$ cat config.mk
export PLATFORM = sky130hd
export DESIGN_NAME = sd_spi_command_engine
export DESIGN_NICKNAME = d
export VERILOG_FILES = /design/src/hw/rtl/sdspi_pkg.sv /design/src/hw/rtl/sdspi_engine.sv /design/src/hw/rtl/sd_spi_command_engine.sv
export SDC_FILE = /design/constraint.sdc
export NUM_CORES = 1
export LEC_CHECK = 0
export BUFFER_PORTS_ARGS = -buffer_cell sky130_fd_sc_hd__buf_2
export CELL_PAD_IN_SITES_DETAIL_PLACEMENT = 1
export CELL_PAD_IN_SITES_GLOBAL_PLACEMENT = 1
export CORE_UTILIZATION = 35
export DETAILED_ROUTE_END_ITERATION = 12
export PLACE_DENSITY = 0.65
export SLEW_MARGIN = 20
export SYNTH_ARGS = -nofsm -noshare
export SYNTH_HDL_FRONTEND = slang
export SYNTH_SLANG_ARGS = --single-unit
$ cat constraint.sdc
create_clock -name aclk -period 3.19 [get_ports aclk]
set_clock_uncertainty 0.2 [all_clocks]
set_input_delay 0.1595 -clock aclk [delete_from_list [all_inputs] [get_ports aclk]]
set_output_delay 0.1595 -clock aclk [all_outputs]
set_load 0.01 [all_outputs]
$ cat src/hw/rtl/sdspi_pkg.sv
// SD SPI command engine package: engine phase type, result bundle and
// frame/poll constants. No dependencies.
`default_nettype none

package sdspi_pkg;

    localparam int unsigned FRAME_BITS = 48;
    localparam int unsigned BYTE_BITS  = 8;

    localparam logic [7:0] START_PREFIX     = 8'h40;
    localparam logic [7:0] IDLE_BYTE        = 8'hFF;
    localparam logic [3:0] POLL_LIMIT_RESET = 4'd9;

    localparam logic CMD_START = 1'b0;
    localparam logic CMD_TICK  = 1'b1;

    typedef enum logic [1:0] {
        PH_IDLE = 2'd0,
        PH_SEND = 2'd1,
        PH_POLL = 2'd2
    } phase_t;

    typedef struct packed {
        logic       mosi;
        logic       sclk;
        logic       busy;
        logic       done;
        logic [7:0] response;
        logic       no_response;
    } res_t;

endpackage

`default_nettype wire

$ cat src/hw/rtl/sdspi_engine.sv
// SD SPI command engine core: frame shifter, response poller and line levels.
// Updates its state on each accepted request and presents the matching result.
// Depends on sdspi_pkg.
`default_nettype none

module sdspi_engine
    import sdspi_pkg::*;
(
    input  wire logic        aclk,
    input  wire logic        aresetn,
    input  wire logic        step_en,
    input  wire logic        cmd,
    input  wire logic [5:0]  cmd_index,
    input  wire logic [31:0] argument,
    input  wire logic [6:0]  crc7,
    input  wire logic        miso,
    input  wire logic [3:0]  poll_limit,
    output res_t             res
);

    phase_t      phase_reg, phase_next;
    logic [47:0] frame_reg, frame_next;
    logic [5:0]  bit_cnt_reg, bit_cnt_next;
    logic        high_reg, high_next;
    logic [7:0]  rx_reg, rx_next;
    logic [3:0]  byte_cnt_reg, byte_cnt_next;
    logic        mosi_reg, mosi_next;
    logic        sclk_reg, sclk_next;
    logic [7:0]  resp_reg, resp_next;
    logic        noresp_reg, noresp_next;
    logic        done;

    logic [5:0] bit_cnt_inc;
    logic [3:0] byte_cnt_inc;
    logic [7:0] rx_shifted;

    assign bit_cnt_inc  = bit_cnt_reg + 6'd1;
    assign byte_cnt_inc = byte_cnt_reg + 4'd1;
    assign rx_shifted   = {rx_reg[6:0], miso};

    always_comb begin
        phase_next    = phase_reg;
        frame_next    = frame_reg;
        bit_cnt_next  = bit_cnt_reg;
        high_next     = high_reg;
        rx_next       = rx_reg;
        byte_cnt_next = byte_cnt_reg;
        mosi_next     = mosi_reg;
        sclk_next     = sclk_reg;
        resp_next     = resp_reg;
        noresp_next   = noresp_reg;
        done          = 1'b0;

        if (cmd == CMD_START) begin
            if (phase_reg == PH_IDLE) begin
                frame_next    = {START_PREFIX | {2'b00, cmd_index}, argument, crc7, 1'b1};
                phase_next    = PH_SEND;
                bit_cnt_next  = '0;
                high_next     = 1'b0;
                rx_next       = '0;
                byte_cnt_next = '0;
                resp_next     = '0;
                noresp_next   = 1'b0;
            end
        end else begin
            case (phase_reg)
                PH_IDLE: begin
                    sclk_next = 1'b0;
                end
                PH_SEND: begin
                    if (!high_reg) begin
                        mosi_next = frame_reg[FRAME_BITS-1];
                        sclk_next = 1'b0;
                        high_next = 1'b1;
                    end else begin
                        sclk_next    = 1'b1;
                        frame_next   = {frame_reg[FRAME_BITS-2:0], 1'b0};
                        bit_cnt_next = bit_cnt_inc;
                        high_next    = 1'b0;
                        if (bit_cnt_inc >= 6'(FRAME_BITS)) begin
                            phase_next    = PH_POLL;
                            bit_cnt_next  = '0;
                            rx_next       = '0;
                            byte_cnt_next = '0;
                        end
                    end
                end
                PH_POLL: begin
                    mosi_next = 1'b1;
                    if (!high_reg) begin
                        sclk_next = 1'b0;
                        high_next = 1'b1;
                    end else begin
                        sclk_next    = 1'b1;
                        high_next    = 1'b0;
                        rx_next      = rx_shifted;
                        bit_cnt_next = bit_cnt_inc;
                        if (bit_cnt_inc >= 6'(BYTE_BITS)) begin
                            bit_cnt_next  = '0;
                            byte_cnt_next = byte_cnt_inc;
                            resp_next     = rx_shifted;
                            if (rx_shifted != IDLE_BYTE) begin
                                noresp_next = 1'b0;
                                done        = 1'b1;
                            end else if (byte_cnt_inc >= poll_limit) begin
                                noresp_next = 1'b1;
                                done        = 1'b1;
                            end
                            if (done) begin
                                phase_next = PH_IDLE;
                            end
                        end
                    end
                end
                default: begin
                    phase_next = PH_IDLE;
                end
            endcase
        end
    end

    always_ff @(posedge aclk) begin
        if (!aresetn) begin
            phase_reg    <= PH_IDLE;
            frame_reg    <= '0;
            bit_cnt_reg  <= '0;
            high_reg     <= 1'b0;
            rx_reg       <= '0;
            byte_cnt_reg <= '0;
            mosi_reg     <= 1'b0;
            sclk_reg     <= 1'b0;
            resp_reg     <= '0;
            noresp_reg   <= 1'b0;
        end else if (step_en) begin
            phase_reg    <= phase_next;
            frame_reg    <= frame_next;
            bit_cnt_reg  <= bit_cnt_next;
            high_reg     <= high_next;
            rx_reg       <= rx_next;
            byte_cnt_reg <= byte_cnt_next;
            mosi_reg     <= mosi_next;
            sclk_reg     <= sclk_next;
            resp_reg     <= resp_next;
            noresp_reg   <= noresp_next;
        end
    end

    always_comb begin
        res.mosi        = mosi_next;
        res.sclk        = sclk_next;
        res.busy        = (phase_next != PH_IDLE);
        res.done        = done;
        res.response    = resp_next;
        res.no_response = noresp_next;
    end

endmodule

`default_nettype wire

$ cat src/hw/rtl/sd_spi_command_engine.sv
// SD card SPI-mode command engine. A start request loads a 48-bit command frame
// (01 prefix, index, argument, CRC7, stop bit); each tick request is one half SPI
// clock that shifts the frame out MSB first, then polls response bytes until a
// byte other than 0xFF arrives or poll_limit bytes have been read. Every request
// yields exactly one result with the line levels and status after it. The engine
// state updates on acceptance and the result is registered in a single output
// register, presented from the cycle after acceptance, so a new request is taken
// every cycle while m_ready is high; a held result blocks input only while it
// is stalled. cfg_poll_limit is written through its own channel, always ready.
// Depends on sdspi_pkg and sdspi_engine.
`default_nettype none

module sd_spi_command_engine
    import sdspi_pkg::*;
(
    input  wire logic        aclk,
    input  wire logic        aresetn,

    input  wire logic        cfg_valid,
    output logic             cfg_ready,
    input  wire logic [3:0]  cfg_poll_limit,

    input  wire logic        s_valid,
    output logic             s_ready,
    input  wire logic        s_cmd,
    input  wire logic [5:0]  s_cmd_index,
    input  wire logic [31:0] s_argument,
    input  wire logic [6:0]  s_crc7,
    input  wire logic        s_miso,

    output logic             m_valid,
    input  wire logic        m_ready,
    output logic             m_mosi,
    output logic             m_sclk,
    output logic             m_busy_res,
    output logic             m_done_res,
    output logic [7:0]       m_response,
    output logic             m_no_response
);

    logic [3:0] poll_limit_reg;
    logic       m_valid_reg;
    res_t       res_reg;
    res_t       res_next;
    logic       accept;

    assign cfg_ready = 1'b1;
    assign s_ready   = !m_valid_reg || m_ready;
    assign accept    = s_valid && s_ready;

    always_ff @(posedge aclk) begin
        if (!aresetn) begin
            poll_limit_reg <= POLL_LIMIT_RESET;
        end else if (cfg_valid) begin
            poll_limit_reg <= cfg_poll_limit;
        end
    end

    sdspi_engine u_engine (
        .aclk       (aclk),
        .aresetn    (aresetn),
        .step_en    (accept),
        .cmd        (s_cmd),
        .cmd_index  (s_cmd_index),
        .argument   (s_argument),
        .crc7       (s_crc7),
        .miso       (s_miso),
        .poll_limit (poll_limit_reg),
        .res        (res_next)
    );

    always_ff @(posedge aclk) begin
        if (!aresetn) begin
            m_valid_reg <= 1'b0;
        end else if (accept) begin
            m_valid_reg <= 1'b1;
        end else if (m_ready) begin
            m_valid_reg <= 1'b0;
        end
    end

    always_ff @(posedge aclk) begin
        if (accept) begin
            res_reg <= res_next;
        end
    end

    assign m_valid       = m_valid_reg;
    assign m_mosi        = res_reg.mosi;
    assign m_sclk        = res_reg.sclk;
    assign m_busy_res    = res_reg.busy;
    assign m_done_res    = res_reg.done;
    assign m_response    = res_reg.response;
    assign m_no_response = res_reg.no_response;

endmodule

`default_nettype wire

==> metrics.txt, run 1 <==
top-area cell type share of the netlist area=0.3649; initial antenna violation count=0; Final Non-Filler Cells=774; Final Max Tran Viols=0; synth unique cells=56; CP arrival=2.75 ns; MaxCap Viol Count=0; Top FF cell, synth=dfxtp_1; maximum clock frequency=368.1 MHz; Syn-to-layout area delta=28.40%; Setup TNS Final=0 ns; Int Pwr=2.066 mW; TritonCTS clock tree=built; reg2reg path depth=8; H-Tree Depth=3; synthesized net count=559; XOR/XNOR Fraction of Synth Area=0.007602; initial DRC count=106; Routed WL per cell=15.42 µm; met2 Track Usage GR=0.3282; Placer Congestion=0.8077; WP depth=8; Post-CTS Setup Bufs=0; via count=4002; Comb pwr share=0.126; Buffers & Inverters on Critical Path=0; Slew @ Worst Pin=0.6280 ns; Clk pwr share=0.391; Power Total=2.747 mW; Synth Area in Simple Gates=0.1556; CP peak stage delay=0.56 ns; CTS-repair resized insts=0; critical path's slowest cell=a2111oi_0; dpl cells=701; Worst Hold Class=primary input to flop; Initial Util=0.3622; global-route met1 utilization=0.2326; grt met3 use=0.02854; RSZ-0062 raised after global routing=no; DPL Wire Length=7704 µm; core area=12720 µm²; status=finished, violations left; largest area contributor in the netlist=dfxtp_1; Remaining DRCs=0; GR Overflow Total=0; Hold Vio Cnt, Final=1; Mapped Cells=491; Critical Path, Cell by Cell=ha_1 > xor2_1 > ha_1 > a2111oi_0 > o31a_1 > o21ai_1 > a211oi_1 > a211o_1; peak supply drop=0.2378 mV; Die Span Y=116.7 µm; Compound-Gate Fraction of Synth Area=0.1971; adder-cell area share of the yosys netlist=0.03258; CP most frequent cell=ha_1; hold slack=-0.001396 ns; die span in x=116.7 µm; synth warn=0; pin count of the biggest net entering global routing=94; Largest delay share family, worst path=compound AO/OA/AOI/OAI gates; Leak=2.370 nW; layout cells sized above 1=0.1661; Vias/cell=5.171; total CTS buffers=9; worst skew pair latency=0.35 ns; DRT Pass-1 Iters=4; Net count, final=665; die area=13630 µm²; Clock Tree Buf Depth=2; ys async rst share=0; WHS Path Cells=3; multiplexer share of the synthesized area=0.1064; CP Launch Type=flop; Clock Pin Slew Worst Setup and Hold Paths=0.07 ns; number of synthesized flops with an enable pin=13; switching pwr=680.9 µW; vias in the first global route=4105; syn avg cell area=9.385 µm²; port bufs=70; synthesized flop and latch total=97; max reg flops=48; top cells by area, synth=dfxtp_1, mux2i_1, edfxtp_1; Antenna diodes=0; # rows=41; total wire length=11930 µm; ratio of final minimum period to clock period=0.8515; Worst Path Class, Setup=flop to flop; sequential share of the synthesized area=0.4496; clk root buf=clkbuf_16; utilization after layout=0.4651; Req. time, crit path=3.22 ns; antenna viol nets, final=0; crit end category=flop; Worst Path Max Fanout=5; cts hold-fix bufs=57; Filler cells=1476; Seq pwr share=0.484; total track usage=0.1904; pre-CTS setup slack=0.5266 ns; CTS Sinks=97; global-route wire length before repair=20050 µm; worst setup margin=0.4736 ns; failing checks=negative hold slack; Sw Ratio=0.2479; grt peak-use layer=met2; Power Density=464.2 nW/µm²; I/O pin count=72; final setup vio count=0; Final Critical Period=2.716 ns; Post-Syn Area=4608 µm²; relative slew slack=0.5705; largest family of logic cells by synthesized area=compound AO/OA/AOI/OAI gates
## power groups by stage
stage | logic [mW] | registers, mW | clock network [mW]
after floorplan | 0.194 | 1.35 | 0
after global placement | 0.281 | 1.35 | 0
after detailed placement | 0.290 | 1.36 | 0
after CTS | 0.347 | 1.33 | 1.10
after global routing | 0.386 | 1.34 | 1.16
final | 0.345 | 1.33 | 1.07
## cell usage in the layout, fill, tap and decap left out, drive strengths merged, types with 2 or more instances in the layout
cell         Yosys  layout
o21ai           13      13
a22o            17      17
a211oi          49      49
and4             2       2
clkbuf          22      15
dfxtp           84      84
mux2i           49      49
or3              3       3
nor2            64      64
nand2           32      32
xnor2            3       3
nand3           19      19
inv             12      13
ha              12      12
and2             3       3
dlygate4sd3      0      57
a311oi           2       2
a21o             4       4
nor3             9       9
buf             16      76
o31ai            3       3
a31oi            6       6
nand4b           2       2
nor4             2       2
nand4            3       3
a21oi           19      19
nand2b           6       6
edfxtp          13      13
nand3b           3       3
and3             2       2
## through the flow
stage                     area [µm²]  hold WS (ns)
after CTS                       5917      0.001173
after detailed placement        5059        0.1908
after global routing            5917       0.02473
after floorplan                 4608       0.08498
after global placement          5059        0.1786
final                           5917     -0.001396
## synthesized netlist by cell type (9+ instances only)
library cell,instances
mux2i_1,49
edfxtp_1,13
ha_1,12
nor3_1,9
a211oi_1,49
a22o_1,17
inv_1,11
a21oi_1,19
nand3_1,19
nor2_1,64
clkbuf_1,22
nand2_1,32
dfxtp_1,84
o21ai_0,12
## metal layers
| layer | vias up | wire (µm) |
|---|---|---|
| met3 | 16 | 320 |
| met2 | 64 | 5781 |
| met5 | - | 0 |
| met1 | 1914 | 5573 |
| li1 | 2008 | - |
| met4 | 0 | 257 |
## worst paths after layout
| path | slack [ns] | endpoint | startpoint |
|---|---|---|---|
| max | 0.47 | m_busy_res$_DFFE_PP_ | u_engine.byte_cnt_reg[0]$_SDFFE_PN0P_ |
| min | -0.001 | m_valid$_SDFFE_PN0P_ | m_ready |
| max reg2reg | 0.47 | m_busy_res$_DFFE_PP_ | u_engine.byte_cnt_reg[0]$_SDFFE_PN0P_ |
| min reg2reg | 0.28 | u_engine.resp_reg[5]$_SDFFE_PN0P_ | u_engine.resp_reg[5]$_SDFFE_PN0P_ |
## cells by family after synthesis
family	Yosys count
AOI/OAI and AO/OA	125
xor gates and xnor gates	4
adders and majority gates	12
buffers and inverters	50
DFF	97
muxes	49
other	1
and+or+nand+nor	153
## layout make-up
class                           count  area [µm²]  area share
Multi-Input combinational cell    344        2316      0.3914
Sequential cell                    97        2072      0.3502
Timing Repair Buffer              133       980.9      0.1658
Clock buffer                       15       279.0     0.04716
Tap cell                          172       215.2     0.03637
Inverter                           12       45.04    0.007613
Clock inverter                      1       8.758    0.001480
## worst reg2reg max path, stage by stage (launching register included)
cell       delay [ns]
dfxtp_1          0.35
ha_1             0.27
xor2_1           0.16
ha_1             0.21
a2111oi_0        0.56
o31a_1           0.26
o21ai_1          0.09
a211oi_1         0.34
a211o_1          0.15
Power figures use the tool's default switching activity.
==> run 2, diff against run 1 <==
Settings changed: PLACE_DENSITY 0.65 to not set, PLACE_DENSITY_LB_ADDON set to 0.1.
==> metrics.txt, run 2 (same netlist as run 1, synthesis figures left out) <==
Routed WL per cell=15.37 µm (was 15.42 µm); via count=3963 (was 4002); die area=13630 µm² (unchanged); total wire length=11930 µm (about the same); relative slew slack=0.5030 (was 0.5705); total CTS buffers=9 (unchanged); multi-input combinational cell area=2316 µm² (unchanged); Worst Hold Class=primary input to flop (unchanged); Post-CTS Setup Bufs=0 (unchanged); max reg flops=48 (unchanged); Die Span Y=116.7 µm (unchanged); most frequent cells in the layout=dfxtp_1, buf_2, nor2_1, dlygate4sd3_1 (unchanged); initial DRC count=124 (was 106); critical path's slowest cell=a2111oi_0 (unchanged); Setup TNS Final=0 ns (unchanged); GR Overflow Total=0 (unchanged); Vias/cell=5.107 (was 5.171); I/O pin count=72 (unchanged); Slew @ Worst Pin=0.7456 ns (was 0.6280 ns); Clock Tree Buf Depth=2 (unchanged); vias in the first global route=4092 (was 4105); Filler cells=1482 (was 1476); register-to-register path setup slack=0.51 ns (was 0.47 ns); Clock Pin Slew Worst Setup and Hold Paths=0.07 ns (about the same); Power Density=461.6 nW/µm² (was 464.2 nW/µm²); Critical Path, Cell by Cell=ha_1 > ha_1 > a2111oi_0 > o31a_1 > o21ai_1 > a211oi_1 > o221a_2 (was ha_1 > xor2_1 > ha_1 > a2111oi_0 > o31a_1 > o21ai_1 > a211oi_1 > a211o_1); CP peak stage delay=0.55 ns (was 0.56 ns); Buffers & Inverters on Critical Path=0 (unchanged); Final Critical Period=2.681 ns (was 2.716 ns); RSZ-0062 raised after global routing=no (unchanged); CP most frequent cell=ha_1 (unchanged); ratio of final minimum period to clock period=0.8404 (was 0.8515); MaxCap Viol Count=0 (unchanged); port bufs=70 (unchanged); layout cells sized above 1=0.1705 (was 0.1661); clk root buf=clkbuf_16 (unchanged); Worst Path Max Fanout=5 (unchanged); Remaining DRCs=0 (unchanged); worst skew pair latency=0.35 ns (about the same); crit end category=flop (unchanged); peak supply drop=0.2249 mV (was 0.2378 mV); Req. time, crit path=3.29 ns (was 3.22 ns); CP Launch Type=flop (unchanged); TritonCTS clock tree=built (unchanged); Net count, final=667 (was 665); Leak=2.385 nW (was 2.370 nW); Antenna diodes=0 (unchanged); commonest non-fill, non-tap cell in the layout=dfxtp_1 (unchanged); final setup vio count=0 (unchanged); pin count of the biggest net entering global routing=94 (unchanged); Hold Vio Cnt, Final=0 (was 1); DRT Pass-1 Iters=4 (unchanged); Largest delay share family, worst path=compound AO/OA/AOI/OAI gates (unchanged); CTS Sinks=97 (unchanged); Placer Congestion=0.8110 (was 0.8077); pre-CTS setup slack=0.5097 ns (was 0.5266 ns); Worst Path Class, Setup=flop to flop (unchanged); core area=12720 µm² (unchanged); Final Max Tran Viols=0 (unchanged); CP arrival=2.78 ns (was 2.75 ns); total track usage=0.1885 (was 0.1904); antenna viol nets, final=0 (unchanged); initial antenna violation count=0 (unchanged); Syn-to-layout area delta=28.92% (was 28.40%); # rows=41 (unchanged); worst setup margin=0.5092 ns (was 0.4736 ns); status=finished, final reports clean (was finished, violations left); DPL Wire Length=7641 µm (was 7704 µm); Initial Util=0.3622 (unchanged); H-Tree Depth=3 (unchanged); global-route wire length before repair=19830 µm (was 20050 µm); maximum clock frequency=373.0 MHz (was 368.1 MHz); FF+latch area=2072 µm² (unchanged); die span in x=116.7 µm (unchanged)
[run 2: changes by cell type in the layout (fill, tap and decap cells not counted), sizes merged]
cell / before / now
clkbuf: 15 / 13
buf: 76 / 77
clkinv: 0 / 2
dlygate4sd3: 57 / 58
[run 2: through the flow]
step	area (µm²)	hold WS (ns)	cells	power [mW]	utilization
finish	5941	0.02097	776	2.743	0.4670
global route	5941	0.03478	776	2.891	0.4670
CTS	5941	0.0005843	776	2.800	0.4670
detailed placement	5066	0.1951	702	1.649	0.3982
global placement	5066	0.1760	702	1.637	0.3982
floorplan	4608	0.08498	491	1.544	-
[run 2: worst register-to-register path, delay by kind of cell (launching register included)]
kind	cells	cell delay [ns]
compound gates	5	1.47
fa+ha+maj	2	0.62
flops	1	0.35
[run 2: cell type report]
class,count,share of cell area
clock buffer,13,0.04570
clock inverter,3,0.003791
inverter,12,0.007582
multi-input combinational,344,0.3898
sequential,97,0.3488
tap,172,0.03623
timing repair buffer,135,0.1681
[run 2: timing repair]
action / CTS / global route
hold buffers: 58 / 0
resized for setup: 0 / 0
setup endpoints to repair: 0 / 0
hold endpoints to repair: 55 / 0
[run 2: routing by layer]
metal	share of wire	GRT usage	up-vias
li1	-	-	2007
met1	0.46	0.2328	1875
met2	0.50	0.3207	69
met3	0.034	0.04203	12
met4	0.015	0.07004	0
met5	0	0	-
[run 2: power by group]
group,internal [mW],leakage (nW),switching (mW)
Combinational,0.168,1.42,0.179
Clock,0.601,0.145,0.465
Sequential,1.30,0.816,0.0317
[run 2: final timing paths]
kind                                         startpoint                                   to  depth (start not counted)
setup / recovery  u_engine.byte_cnt_reg[0]$_SDFFE_PN0P_   u_engine.phase_reg[0]$_SDFFE_PN0P_                          7
hold / removal                                  m_ready                 m_valid$_SDFFE_PN0P_                          3
setup reg to reg  u_engine.byte_cnt_reg[0]$_SDFFE_PN0P_   u_engine.phase_reg[0]$_SDFFE_PN0P_                          7
hold reg to reg     u_engine.frame_reg[46]$_SDFFE_PN0P_  u_engine.frame_reg[47]$_SDFFE_PN0P_                          2
